File: src/rtl/mmm_pkg.sv
`default_nettype none
package mmm_pkg;

	localparam int LIMBS     = 4;
	localparam int MAX_LIMBS = 6;
	localparam int LIMB_W    = 64;
	localparam int HALF_W    = LIMB_W / 2;
	localparam int IDX_W     = (LIMBS > 1) ? $clog2(LIMBS) : 1;
	localparam int CNT_W     = $clog2(LIMBS + 1);
	localparam int ACC_W     = 2 * LIMB_W + 2;
	localparam int CARRY_W   = ACC_W - LIMB_W;
	localparam int CFG_IDX_W = 3;

	localparam logic [CFG_IDX_W-1:0] CFG_M_PRIME = CFG_IDX_W'(MAX_LIMBS);

	typedef logic [LIMB_W-1:0] limb_t;

	typedef struct packed {
		logic       clear;
		logic       load_we;
		logic       cfg_we;
		logic       mac_en;
		logic       mac_init;
		logic [2:0] mac_step;
		logic       ripple_en;
		logic       shift_en;
		logic       sub_en;
	} cell_ctrl_t;

	typedef struct packed {
		logic       en;
		logic [2:0] step;
	} u_ctrl_t;

endpackage
`default_nettype wire

File: src/rtl/mmm_u_unit.sv
`default_nettype none
module mmm_u_unit import mmm_pkg::*; (
	input  wire logic    clk,
	input  wire u_ctrl_t ctrl,
	input  wire limb_t   xb,
	input  wire limb_t   y0,
	input  wire limb_t   t0,
	input  wire limb_t   m_prime,
	output limb_t        u
);

	limb_t             s_q, u_q;
	logic              phase;
	logic [1:0]        k;
	limb_t             a_op, b_op;
	logic [HALF_W-1:0] a_half, b_half;
	logic [LIMB_W-1:0] prod;
	limb_t             term;

	always_comb begin
		phase  = (ctrl.step >= 3'd3);
		k      = phase ? 2'(ctrl.step - 3'd3) : ctrl.step[1:0];
		a_op   = phase ? s_q : xb;
		b_op   = phase ? m_prime : y0;
		a_half = (k == 2'd2) ? a_op[LIMB_W-1:HALF_W] : a_op[HALF_W-1:0];
		b_half = (k == 2'd1) ? b_op[LIMB_W-1:HALF_W] : b_op[HALF_W-1:0];
		prod   = a_half * b_half;
		term   = (k == 2'd0) ? prod : {prod[HALF_W-1:0], {HALF_W{1'b0}}};
	end

	always_ff @(posedge clk) begin
		if (ctrl.en) begin
			if (!phase)
				s_q <= ((k == 2'd0) ? t0 : s_q) + term;
			else
				u_q <= ((k == 2'd0) ? '0 : u_q) + term;
		end
	end

	assign u = u_q;

endmodule
`default_nettype wire

File: config.mk
export PLATFORM = sky130hd
export DESIGN_NAME = mmm_u_unit
export DESIGN_NICKNAME = d
export VERILOG_FILES = /design/src/rtl/mmm_pkg.sv /design/src/rtl/mmm_u_unit.sv
export SDC_FILE = /design/constraint.sdc
export NUM_CORES = 2
export LEC_CHECK = 0
export BUFFER_PORTS_ARGS = -buffer_cell sky130_fd_sc_hd__clkbuf_2
export CAP_MARGIN = 20
export CORE_MARGIN = 4
export CORE_UTILIZATION = 40
export CTS_BUF_LIST = sky130_fd_sc_hd__clkbuf_8
export CTS_CLUSTER_DIAMETER = 120
export DETAILED_ROUTE_END_ITERATION = 12
export PLACE_DENSITY = 0.53
export SKIP_LAST_GASP = 1
export SLEW_MARGIN = 20
export SYNTH_ARGS = -nofsm -noshare
export SYNTH_HDL_FRONTEND = slang
export SYNTH_SLANG_ARGS = --single-unit
File: constraint.sdc
create_clock -name clk -period 34.8 [get_ports clk]
set_clock_uncertainty 0.1 [all_clocks]
set_input_delay 5.22 -clock clk [delete_from_list [all_inputs] [get_ports clk]]
set_output_delay 5.22 -clock clk [all_outputs]
set_load 0.1 [all_outputs]
After elaboration in Yosys (flattened, before gate mapping)
Cells that the tools add are included.
{"block": "word_totals", "regBits": 128, "input_bits": 261}
{"block": "op_classes", "n_addsub": 3, "bitwise": 1, "muxes": 8, "n_eq_ne": 2, "n_lt_le_gt_ge": 1, "mul": 1, "reduce_logical": 3}
{"operator": "$mux 64", "n": 5}
{"operator": "$add 64x64->64", "n": 2}
{"operator": "$mul 32x32->64", "n": 1}
{"operator": "$mux 32", "n": 2}
{"operator": "$reduce_and 2->1", "n": 2}
{"operator": "$ge 3x2->1 const B", "n": 1}
{"operator": "$eq 2x1->1 const B", "n": 1}
{"operator": "$eq 2x2->1 const B", "n": 1}
{"operator": "$logic_not 2->1", "n": 1}
{"operator": "$mux 2", "n": 1}
{"operator": "$sub 2x2->2 const B", "n": 1}
{"operator": "$not 1->1", "n": 1}

Longest topological paths before layout
{"block": "logic_depth", "word_depth": 7, "depth_mapped": 50, "ltp_nobuf": 45}

Worst setup path before layout
OpenSTA, ideal clock, no wires.
{"block": "synth_timing", "kind": "input to register", "startpoint": "input port ctrl[0] in the netlist's numbering", "endpoint": "register s_q[60] (data pin)", "stages": 47, "path_slack_ns": 18.301, "setup_time_ns": 0.261, "t_required_ns": 34.439, "path_buffers": 5, "arrival_ns": 16.138, "path_cell_list": "ha_1 -> or4b_4 -> o21ai_0 -> buf_1 -> clkbuf_1 -> mux2i_1 -> mux2i_1 -> clkbuf_1 -> nand2_1 -> fa_1 -> inv_1 -> fa_1 -> fa_1 -> inv_1 -> fa_1 -> inv_1 -> fa_1 -> inv_1 -> [11 not listed] -> xor2_1 -> nor2_1 -> ha_1 -> clkbuf_1 -> nand2_1 -> o21ai_0 -> o21bai_1 -> nand4_1 -> o21ai_0 -> a21oi_1 -> o211ai_1 -> a32oi_2 -> o311ai_2 -> a41o_2 -> a31oi_1 -> o21ba_2 -> o2111a_1 -> a311o_1"}
{"block": "synth_between", "elab_chain_len": 7}
{"element": "from (decl)", "line_no": "mmm_u_unit.sv:4", "text": "input wire u_ctrl_t ctrl,"}
{"element": "$ge 3x2->1 or $sub 2x2->2 (tied branches)", "line_no": "mmm_u_unit.sv:21, mmm_u_unit.sv:22"}
{"element": "$mux 2", "line_no": "mmm_u_unit.sv:22", "text": "k = phase ? 2'(ctrl.step - 3'd3) : ctrl.step[1:0];"}
{"element": "$eq 2x2->1 or $eq 2x1->1 (tied branches)", "line_no": "mmm_u_unit.sv:25, mmm_u_unit.sv:26"}
{"element": "$mux 32, on equally long branches", "line_no": "mmm_u_unit.sv:25, mmm_u_unit.sv:26"}
{"element": "$mul 32x32->64", "line_no": "mmm_u_unit.sv:27", "text": "prod = a_half * b_half;"}
{"element": "$mux 64", "line_no": "mmm_u_unit.sv:28", "text": "term = (k == 2'd0) ? prod : {prod[HALF_W-1:0], {HALF_W{1'b0}}};"}
{"element": "$add 64x64->64 *", "line_no": "mmm_u_unit.sv:34", "text": "s_q <= ((k == 2'd0) ? t0 : s_q) + term;"}
{"element": "to (signal assigned)", "line_no": "mmm_u_unit.sv:34"}
{"element": "to (decl)", "line_no": "mmm_u_unit.sv:12", "text": "limb_t s_q, u_q;"}
Every way passes the cells marked *; elsewhere a longest branch is shown, timed or not.
A chain may end at the register's enable or synchronous reset.

Final worst setup path
{"block": "layout_timing", "startpoint": "input port ctrl[0] in the netlist's numbering", "endpoint": "register u_q[60], in the netlist u[60] (data pin)"}
{"block": "layout_between", "elab_chain_len": 7}
{"element": "$ge 3x2->1 or $sub 2x2->2 (tied branches)", "line_no": "mmm_u_unit.sv:21, mmm_u_unit.sv:22"}
{"element": "$mux 2", "line_no": "mmm_u_unit.sv:22"}
{"element": "$eq 2x2->1 or $eq 2x1->1 (tied branches)", "line_no": "mmm_u_unit.sv:25, mmm_u_unit.sv:26"}
{"element": "$mux 32, on equally long branches", "line_no": "mmm_u_unit.sv:25, mmm_u_unit.sv:26"}
{"element": "$mul 32x32->64", "line_no": "mmm_u_unit.sv:27"}
{"element": "$mux 64", "line_no": "mmm_u_unit.sv:28"}
{"element": "$add 64x64->64 *", "line_no": "mmm_u_unit.sv:36", "text": "u_q <= ((k == 2'd0) ? '0 : u_q) + term;"}
{"element": "to (signal assigned)", "line_no": "mmm_u_unit.sv:36"}
{"element": "to (decl)", "line_no": "mmm_u_unit.sv:12"}
Marked as above.

==> results.cfg <==
[status]
status = finished, final reports clean

[grt]
grt_pass1_wl_um = 289000
gr-total-overflow = 0
track_usage = 0.309
antenna_found_initial = 9
grt_max_degree = 139
grt_pass1_vias = 42700

[worst_hold_path]
hold_depth = 2
whs_endpoint = u[1]
hold_class = reg -> reg
hold_path.startpoint = u[1]

[setup_path]
reg2reg_to = u[60]
rr_worst_depth = 37
timing.rr.start = s_q[45]
cp_max_fo = 51
cp.arrival_ps = 19400
critPathMaxStageDelay_ps = 850
crit_slowest_cell = xor2_1
cp_data_required_time_ps = 34940
start_kind = input pin
r2r_slack_ps = 21980
end_kind = flop
crit_type = in -> reg
crit_top_cell = fa_1

[detailed_routing]
via_per_inst = 5.56
ant_nets = 0
drtIter0Drc = 3962
drcViolationCount = 0
vias = 42600
dr.pass1.iters = 5
wirelength_um = 196000
wire_per_inst_um = 25.5

[synth]
yosys.cell_count.top_type = nand2_1
async_flop_share = 0
ys_types = 106
synthTopCellsByCount = nand2_1, inv_1, fa_1
ys_ff_latch = 128
synth-xor-area-share = 0.0362
yosysWarnings = 0
synth_area_per_cell_um2 = 8.28
syn_area_um2 = 48500
synth-edff-count = 128
synth_top_family_by_area = adder cells
synthSimpleGateAreaFrac = 0.190
synth_area_leaders = fa_1, ha_1, edfxtp_1
synth_compound_gate_area_share = 0.111
synth_ff_type = edfxtp_1
syn-num-nets = 7394
synthMuxAreaShare = 0.0210
synth_cells = 5853
synthAdderAreaFrac = 0.470
synth_top_cell_area_share = 0.371
synth_top_cell_by_area = fa_1
synth-seq-area-share = 0.0793

[sta]
drv_slew = 0
clock.fmax_mhz = 51.9
fin_tns_setup_ps = 0
period_needed_ps = 19260
fin_crit_sh = 0.553
rsz0062_at_grt = false
setup_viol = 0
finalHoldViolations = 0
tightest_slew_ps = 1220
relSlewSlack = 0.188

[clock_tree]
clkTransAtPathRegs_ps = 100
cts_hold_buf = 0
cts-htree-levels = 4
numCtsBuffers = 17
cts_sinks = 128
cts_tree = yes
post_cts_buffers = 0
clockRootBuffer = clkbuf_8
cts_buffer_depth = 2
insertion_delay_ps = 510
ctsResizeCount = 0

[cells_and_area]
drive_gt1_frac = 0.0947
area_growth_pct = 8.30
fin_nets = 7567

[floorplanning]
start_util = 0.403
die_w_um = 356
boundaryPins = 325
design.core.area_um2 = 120000
dieArea_um2 = 127000
placementRows = 127
die_h_um = 356

[job]
cap_violations = 0

[placement]
dp_hpwl_um = 163000
io_buffers = 324
gp_congestion = 0.973
[kinds of logic (layout without fill, tap and decap cells)]
logic type,after synthesis,in the layout
AO/OA/AOI/OAI,794,794
multiplexers,99,99
XOR/XNOR,192,192
buffers and inverters,1179,1365
flip-flops,128,128
AND/OR/NAND/NOR,2178,2178
other,1,8
adder cells (fa/ha/maj),1282,1282
[critical path: cells and delay by family]
kind	cells	cell delay (ps)
XOR/XNOR	2	950
AO/OA/AOI/OAI	13	4160
AND/OR/NAND/NOR	10	2020
buffers and inverters	8	2010
adder cells (fa/ha/maj)	11	4920
[area by class of cell]
class                   instances  area [um2]
repair buffers                426        2390
clock inverters                15         160
fillers                     12300       67600
clock buffers                  17         234
inverters                     907        3400
flip-flops and latches        128        3840
well taps                    1612        2020
multi-input cells            4546       40400
diodes                          7        17.5
[flip-flops by register name (all words and copies together), names as in the netlist, named ones only]
name	flops
s_q	64
u	63
[metal layers]
metal | GRT usage | share of wire | up-vias
met2 | 0.457 | 0.42 | 1938
met1 | 0.453 | 0.44 | 21500
met3 | 0.0708 | 0.11 | 205
li1 | - | - | 18900
met5 | 0 | 0.00014 | -
met4 | 0.0846 | 0.031 | 4
[worst max path at each step]
stage	slack [ps]	to	start
finish	15540	u[60]	ctrl[0]
global route	14960	u[60]	ctrl[0]
CTS	15700	u[60]	ctrl[0]
detailed placement	15170	u[60]	ctrl[0]
global placement	15280	u[60]	ctrl[0]
floorplan	18300	s_q[60]	ctrl[0]
[per-stage QoR]
stage          hold slack, ps  utilization  cells  setup slack [ps]  instance area (um2)
2_1_floorplan             554            -   5853             18300                48500
3_3_place_gp              569        0.433   7618             15280                52000
3_5_place_dp              579        0.433   7618             15170                52100
4_1_cts                   603        0.437   7650             15700                52500
5_1_grt                   647        0.437   7653             14960                52500
6_report                  600        0.437   7658             15540                52500
[cells in the final DEF (no fill, tap or decap), types with 85 or more instances in the layout]
cell type	synthesis	layout
nand2_1	948	948
o21ai_0	137	122
buf_4	2	101
clkbuf_2	1	324
a21oi_1	192	192
nor2_1	806	806
ha_1	383	383
and2_1	99	97
fa_1	897	897
edfxtp_1	128	128
inv_1	907	907
nand3_1	85	85
xnor2_1	112	112
Power is not shown: default switching activity piles up to over one toggle a cycle in this logic, so the estimate is an artifact.
