## config.mk

```make
export PLATFORM = sky130hd
export DESIGN_NAME = mmm_cell
export DESIGN_NICKNAME = d
export VERILOG_FILES = /design/src/rtl/mmm_pkg.sv /design/src/rtl/mmm_cell.sv
export SDC_FILE = /design/constraint.sdc
export NUM_CORES = 2
export LEC_CHECK = 0
export ABC_AREA = 1
export CAP_MARGIN = 20
export CELL_PAD_IN_SITES_DETAIL_PLACEMENT = 1
export CELL_PAD_IN_SITES_GLOBAL_PLACEMENT = 2
export CORE_UTILIZATION = 38
export DETAILED_ROUTE_END_ITERATION = 7
export DONT_BUFFER_PORTS = 1
export HOLD_SLACK_MARGIN = 0.02
export PLACE_DENSITY_LB_ADDON = 0.1
export SLEW_MARGIN = 20
export SYNTH_ARGS = -nofsm -noshare
export SYNTH_HDL_FRONTEND = slang
export SYNTH_SLANG_ARGS = --single-unit
export TNS_END_PERCENT = 10
```

## constraint.sdc

```tcl
create_clock -name clk -period 9.4 [get_ports clk]
set_clock_uncertainty 0.1 [all_clocks]
set_input_delay 1.88 -clock clk [delete_from_list [all_inputs] [get_ports clk]]
set_output_delay 1.88 -clock clk [all_outputs]
set_load 0.02 [all_outputs]
```

## src/rtl/mmm_pkg.sv

```systemverilog
`default_nettype none
package mmm_pkg;

	localparam int LIMBS     = 4;
	localparam int MAX_LIMBS = 6;
	localparam int LIMB_W    = 64;
	localparam int HALF_W    = LIMB_W / 2;
	localparam int IDX_W     = (LIMBS > 1) ? $clog2(LIMBS) : 1;
	localparam int CNT_W     = $clog2(LIMBS + 1);
	localparam int ACC_W     = 2 * LIMB_W + 2;
	localparam int CARRY_W   = ACC_W - LIMB_W;
	localparam int CFG_IDX_W = 3;

	localparam logic [CFG_IDX_W-1:0] CFG_M_PRIME = CFG_IDX_W'(MAX_LIMBS);

	typedef logic [LIMB_W-1:0] limb_t;

	typedef struct packed {
		logic       clear;
		logic       load_we;
		logic       cfg_we;
		logic       mac_en;
		logic       mac_init;
		logic [2:0] mac_step;
		logic       ripple_en;
		logic       shift_en;
		logic       sub_en;
	} cell_ctrl_t;

	typedef struct packed {
		logic       en;
		logic [2:0] step;
	} u_ctrl_t;

endpackage
`default_nettype wire

```

## src/rtl/mmm_cell.sv

```systemverilog
`default_nettype none
module mmm_cell import mmm_pkg::*; (
	input  wire logic               clk,
	input  wire logic               arst_n,
	input  wire cell_ctrl_t         ctrl,
	input  wire limb_t              x_in,
	input  wire limb_t              y_in,
	input  wire limb_t              cfg_data,
	input  wire limb_t              xb,
	input  wire limb_t              u,
	input  wire logic [CARRY_W-1:0] carry_in,
	input  wire logic               borrow_in,
	input  wire limb_t              t_next,
	input  wire limb_t              d_next,
	output logic [CARRY_W-1:0]      carry_out,
	output logic                    borrow_out,
	output limb_t                   x_out,
	output limb_t                   y_out,
	output limb_t                   t_out,
	output limb_t                   d_out
);

	limb_t              x_q, y_q, m_q, t_q, d_q;
	logic [ACC_W-1:0]   p_q;
	logic [CARRY_W-1:0] carry_q;
	logic               borrow_q;

	limb_t              a_op, b_op;
	logic [HALF_W-1:0]  a_half, b_half;
	logic [LIMB_W-1:0]  prod;
	logic [1:0]         sh;
	logic [ACC_W-1:0]   term, p_base, w;
	logic [LIMB_W:0]    diff;

	always_comb begin
		a_op   = ctrl.mac_step[2] ? u : xb;
		b_op   = ctrl.mac_step[2] ? m_q : y_q;
		a_half = ctrl.mac_step[0] ? a_op[LIMB_W-1:HALF_W] : a_op[HALF_W-1:0];
		b_half = ctrl.mac_step[1] ? b_op[LIMB_W-1:HALF_W] : b_op[HALF_W-1:0];
		prod   = a_half * b_half;
		sh     = {1'b0, ctrl.mac_step[0]} + {1'b0, ctrl.mac_step[1]};
		term   = ACC_W'(prod) << {sh, 5'b0};
		p_base = ctrl.mac_init ? ACC_W'(t_q) : p_q;
		w      = p_q + ACC_W'(carry_in);
		diff   = {1'b0, t_q} - {1'b0, m_q} - (LIMB_W+1)'(borrow_in);
	end

	always_ff @(posedge clk or negedge arst_n) begin
		if (!arst_n)
			m_q <= '0;
		else if (ctrl.cfg_we)
			m_q <= cfg_data;
	end

	always_ff @(posedge clk) begin
		if (ctrl.load_we) begin
			x_q <= x_in;
			y_q <= y_in;
		end
		if (ctrl.mac_en)
			p_q <= p_base + term;
		if (ctrl.clear)
			t_q <= '0;
		else if (ctrl.ripple_en)
			t_q <= w[LIMB_W-1:0];
		else if (ctrl.shift_en)
			t_q <= t_next;
		if (ctrl.ripple_en)
			carry_q <= w[ACC_W-1:LIMB_W];
		if (ctrl.sub_en) begin
			d_q      <= diff[LIMB_W-1:0];
			borrow_q <= diff[LIMB_W];
		end else if (ctrl.shift_en)
			d_q <= d_next;
	end

	assign carry_out  = carry_q;
	assign borrow_out = borrow_q;
	assign x_out      = x_q;
	assign y_out      = y_q;
	assign t_out      = t_q;
	assign d_out      = d_q;

endmodule
`default_nettype wire

```

## Word level (Yosys, flattened, before mapping)

Cells that the tools add are included.

- $add $sub $neg: 5
- $mul: 1
- Shift-type cells: 1
- Multiplexer cells: 9
- Reduce and logical (&&, ||, !) cells: 2

Operators with widths:

| kind | number |
|---|---|
| 64-bit 2-to-1 mux | 6 |
| 130-bit adder | 1 |
| 130-bit by 66-bit adder with 130-bit output | 1 |
| 130-bit 2-to-1 mux | 1 |
| 64-bit by 7-bit left shift with 130-bit output | 1 |
| 64-bit by 64-bit subtractor with 65-bit output | 1 |
| 65-bit by 1-bit subtractor with 65-bit output | 1 |
| 32-bit by 32-bit multiplier with 64-bit output | 1 |
| 32-bit 2-to-1 mux | 2 |
| 2-bit nonzero test | 2 |
| 1-bit by 1-bit adder with 2-bit output | 1 |

- Bits in registers: 517
- Input bits: 528
- Output and inout port bits: 323
- Logic and storage cells: 26

## Depth between registers and ports, before layout

- Depth after elaboration: 5
- Gate-level depth with buffers: 54
- Mapped depth without buffers: 50

## Worst setup path after synthesis

Ideal clock, no wire load.

- Kind: input to register
- Start: input port ctrl[4] in the netlist's numbering
- End: register p_q[117] (data pin)
- Setup time: 252 ps
- Arrival time: 9964 ps
- Data required time: 9048 ps
- Path slack: -916 ps
- Stages on the path: 46
- Path buffers: 2
- Cells stage by stage: inv_2 > buf_1 > a21oi_1 > a32oi_2 > inv_2 > buf_2 > nor2_1 > fa_1 > fa_1 > inv_1 > fa_1 > inv_1 > fa_1 > inv_1 > fa_1 > fa_1 > fa_1 > fa_1 > [10 not listed] > xnor2_1 > nand2_1 > nand2_1 > nor2_1 > ha_1 > nand2_1 > inv_1 > a21oi_1 > a21boi_0 > inv_1 > nor2_1 > nor2_1 > nor2_1 > nand2_1 > nand2_1 > nand2_1 > nand2_1 > nand2_1

- Cells in the longest elaborated chain, start to end: 4
- Elaborated cells between the ends (all ways): 5
- Those cells by class: add/sub: 2; mul: 1; shift: 1; mux: 1

Ends and longest elaborated chain:

| what | RTL line | RTL |
|---|---|---|
| start, declared | mmm_cell.sv:5 | `input wire cell_ctrl_t ctrl,` |
| 32-bit 2-to-1 mux | mmm_cell.sv:39 | `b_half = ctrl.mac_step[1] ? b_op[LIMB_W-1:HALF_W] : b_op[HALF_W-1:0];` |
| 32-bit by 32-bit multiplier with 64-bit output | mmm_cell.sv:40 | `prod = a_half * b_half;` |
| 64-bit by 7-bit left shift with 130-bit output (*) | mmm_cell.sv:42 | `term = ACC_W'(prod) << {sh, 5'b0};` |
| 130-bit adder (*) | mmm_cell.sv:61 | `p_q <= p_base + term;` |
| end signal, assigned | mmm_cell.sv:61 |  |
| end, declared | mmm_cell.sv:24 | `logic [ACC_W-1:0] p_q;` |

Mark *: on every way between the ends. The rest lies on a longest branch, timed or not.
A chain may end at the register's enable or synchronous reset.

## Final worst setup path

- Start: input port ctrl[5] in the netlist's numbering
- End: register p_q[75] (data pin)

- Cells in the longest elaborated chain, start to end: 5
- Elaborated cells between the ends (all ways): 7
- Those cells by class: add/sub: 1; mul: 1; shift: 1; mux: 4

Ends and longest elaborated chain:

| what | RTL line |
|---|---|
| 64-bit 2-to-1 mux (on tied branches) | mmm_cell.sv:36, mmm_cell.sv:37 |
| 32-bit 2-to-1 mux (on tied branches) | mmm_cell.sv:38, mmm_cell.sv:39 |
| 32-bit by 32-bit multiplier with 64-bit output (*) | mmm_cell.sv:40 |
| 64-bit by 7-bit left shift with 130-bit output (*) | mmm_cell.sv:42 |
| 130-bit adder (*) | mmm_cell.sv:61 |

Marked as above.

==> flow_summary.toml <==
[placement]
port_buffers = 0
gp_congestion = 1.06
place_area_um2 = 101000
dp_hpwl_um = 438000
post-place-ws_ns = -3.14

[critical_path]
crit_path_end_kind = "flop"
cpMaxStageDelayCell = "fa_2"
critical_path_class = "in2reg"
cpPeakStageDelay_ns = 0.65
arrival_ns = 11.39
crit_fanout = 131
crit_path_frequent_cell = "nand2_1"
crit_required_ns = 9.81
setup.worst_path.start_class = "primary input"

[global_route]
gr-total-overflow = 0
grt_pass1_vias = 95200
grtUsageTotal = 0.450
grt_pass1_wl_um = 695000
antenna_found_initial = 81
grt_max_degree = 131

[clock_network]
cts_tree = "built"
clkTransAtPathRegs_ns = 0.07
htreeDepth = 3
clock_latency_ns = 0.76
clock_sinks = 517
cts_hold_buffers = 0
cts_buffer_depth = 3
clock-root-buffer = "clkbuf_16"
cts_buffers = 69

[logic_synthesis]
syn_inst = 11900
syn_avg_cell_area_um2 = 6.93
seq_area_frac_synth = 0.176
synth_seq_cells = 517
synth-async-reset-ratio = 0.124
syn-num-nets = 14000
ys_warn_count = 0
synth.distinct_cells = 57
mappedNetlistArea_um2 = 82800
synth_edf_count = 389
ys.flop_type = "edfxtp_1"

[die]
core_area_um2 = 216000
io_pins = 851
die_area_um2 = 220000
die_x_um = 469
num_rows = 170
start_util = 0.384
fp.dieH_um = 469

[drt]
via_per_inst = 5.55
routed_wl_um = 507000
final_antenna_net_count = 0
drcViolationCount = 0
wire_per_inst_um = 30.7
drt_iter0_markers = 8170
drtPass1Iterations = 8
num_vias = 91700

[flow_run]
maxCapViolations = 0

[cells_and_area]
layout_common_cells = "2,997 x nand2_1, 2,370 x inv_1, 1,704 x buf_4"
utilization = 0.502
ff_latch_area_um2 = 14600
design_area_um2 = 108000
final_common_cell = "nand2_1"
fillCellCount = 27200
drive_gt1_frac = 0.237
layout.nets = 15600
syn2layout_area_growth_pct = 30.8
multi_input_area_um2 = 62600

[timing]
period_share = 1.17
worst_pin_slew_ns = 1.20
max_clock_freq_mhz = 91.1
final-max-slew-violation-count = 0
fin_crit_ns = 10.98
relSlewSlack = 0.195
setup_slack_ns = -1.58
hold_viol = 0
final.setup.tns_ns = -159.16
rsz0062_at_grt = "true"
final-setup-viol-count = 120

[worst_hold_path]
hold_class = "reg2reg"

[status]
violations = "setup timing"
status = "complete, but fails checks"
-- logic make-up (layout without fill, tap and decap cells) --
| group | Yosys count | in the layout | share of synthesized area |
|---|---|---|---|
| flip-flops | 517 | 517 | 0.176 |
| other | 0 | 42 | 0 |
| AO/OA/AOI/OAI | 1276 | 1276 | 0.0881 |
| XOR/XNOR | 209 | 209 | 0.0221 |
| buffers and inverters | 2780 | 4479 | 0.128 |
| AND/OR/NAND/NOR | 5613 | 5613 | 0.271 |
| multiplexers | 62 | 62 | 0.00843 |
| adder cells (fa/ha/maj) | 1485 | 1485 | 0.306 |
-- cells in the mapped netlist (all sizes together), types with 16 or more instances --
cell    number  area [um^2]
nand2     3199        12100
inv       2480         9310
nor2      1708         6520
fa         900        18000
a21oi      614         3080
ha         585         7320
o21ai      476         2420
nand3      452         2290
edfxtp     389        11700
xor2       165         1450
buf        158          786
clkbuf     139          522
nor3        92          495
nand4       87          544
a32oi       64          872
dfrtp       64         1600
dfxtp       64         1280
mux2        62          698
xnor2       44          385
o21bai      33          248
nand3b      23          173
a21boi      20          150
or2         20          125
a21o        16          120
nor4        16          119
o21a        16          120
-- path summary, 6_finish.rpt --
| check | to | cells past startpoint | from | slack (ns) |
|---|---|---|---|---|
| setup reg to reg | p_q[101] | 41 | y_out[22] | -1.08 |
| min in group asynchronous | m_q[15] | 0 | arst_n | 0.72 |
| hold / removal | t_out[48] | 2 | t_out[48] | 0.49 |
| hold reg to reg | t_out[48] | 2 | t_out[48] | 0.49 |
| max in group asynchronous | m_q[44] | 0 | arst_n | 8.29 |
| setup / recovery | p_q[75] | 44 | ctrl[5] | -1.58 |
-- per-stage QoR --
| stage | instances | hold WS, ns |
|---|---|---|
| final | 16500 | 0.485 |
| after global routing | 16500 | 0.516 |
| after CTS | 16400 | 0.491 |
| after detailed placement | 16300 | 0.482 |
| after global placement | 16300 | 0.475 |
| after floorplan | 11900 | 0.408 |
-- registers in the layout (all words and copies together) (netlist names) --
name,flops
d_out,64
y_out,64
borrow_out,1
x_out,64
carry_out,66
p_q,130
t_out,64
m_q,64
-- worst max-delay path, delay by kind of cell --
family / cells / cell delay [ns]
fa+ha+maj: 10 / 4.79
simple gates: 18 / 2.00
buf+inv: 10 / 1.37
compound gates: 5 / 1.02
xor+xnor: 1 / 0.22
-- layout make-up --
class	instances	share of cell area
timing repair buffer	1866	0.145
multi-input combinational	8645	0.578
tap	2838	0.0328
clock inverter	43	0.00474
antenna	42	0.000970
sequential	517	0.134
inverter	2483	0.0868
clock buffer	85	0.0171
timing repair inverter	2	0.000231
-- per-layer routing --
| metal | wire length [um] | GRT usage |
|---|---|---|
| met1 | 191000 | 0.528 |
| met2 | 220000 | 0.696 |
| met3 | 46700 | 0.123 |
| met4 | 48400 | 0.346 |
| met5 | 853 | 0.0104 |
-- timing repair --
item / CTS / global route
buffers inserted: 41 / 44
gates resized for setup: 669 / 564
setup endpoints to repair: 119 / 120
gates cloned: 3 / 7
pin swaps: 107 / 153
Power is left out: the tool's default activity adds up to more than one toggle a clock period on the data nets, which glitch-free logic cannot reach.
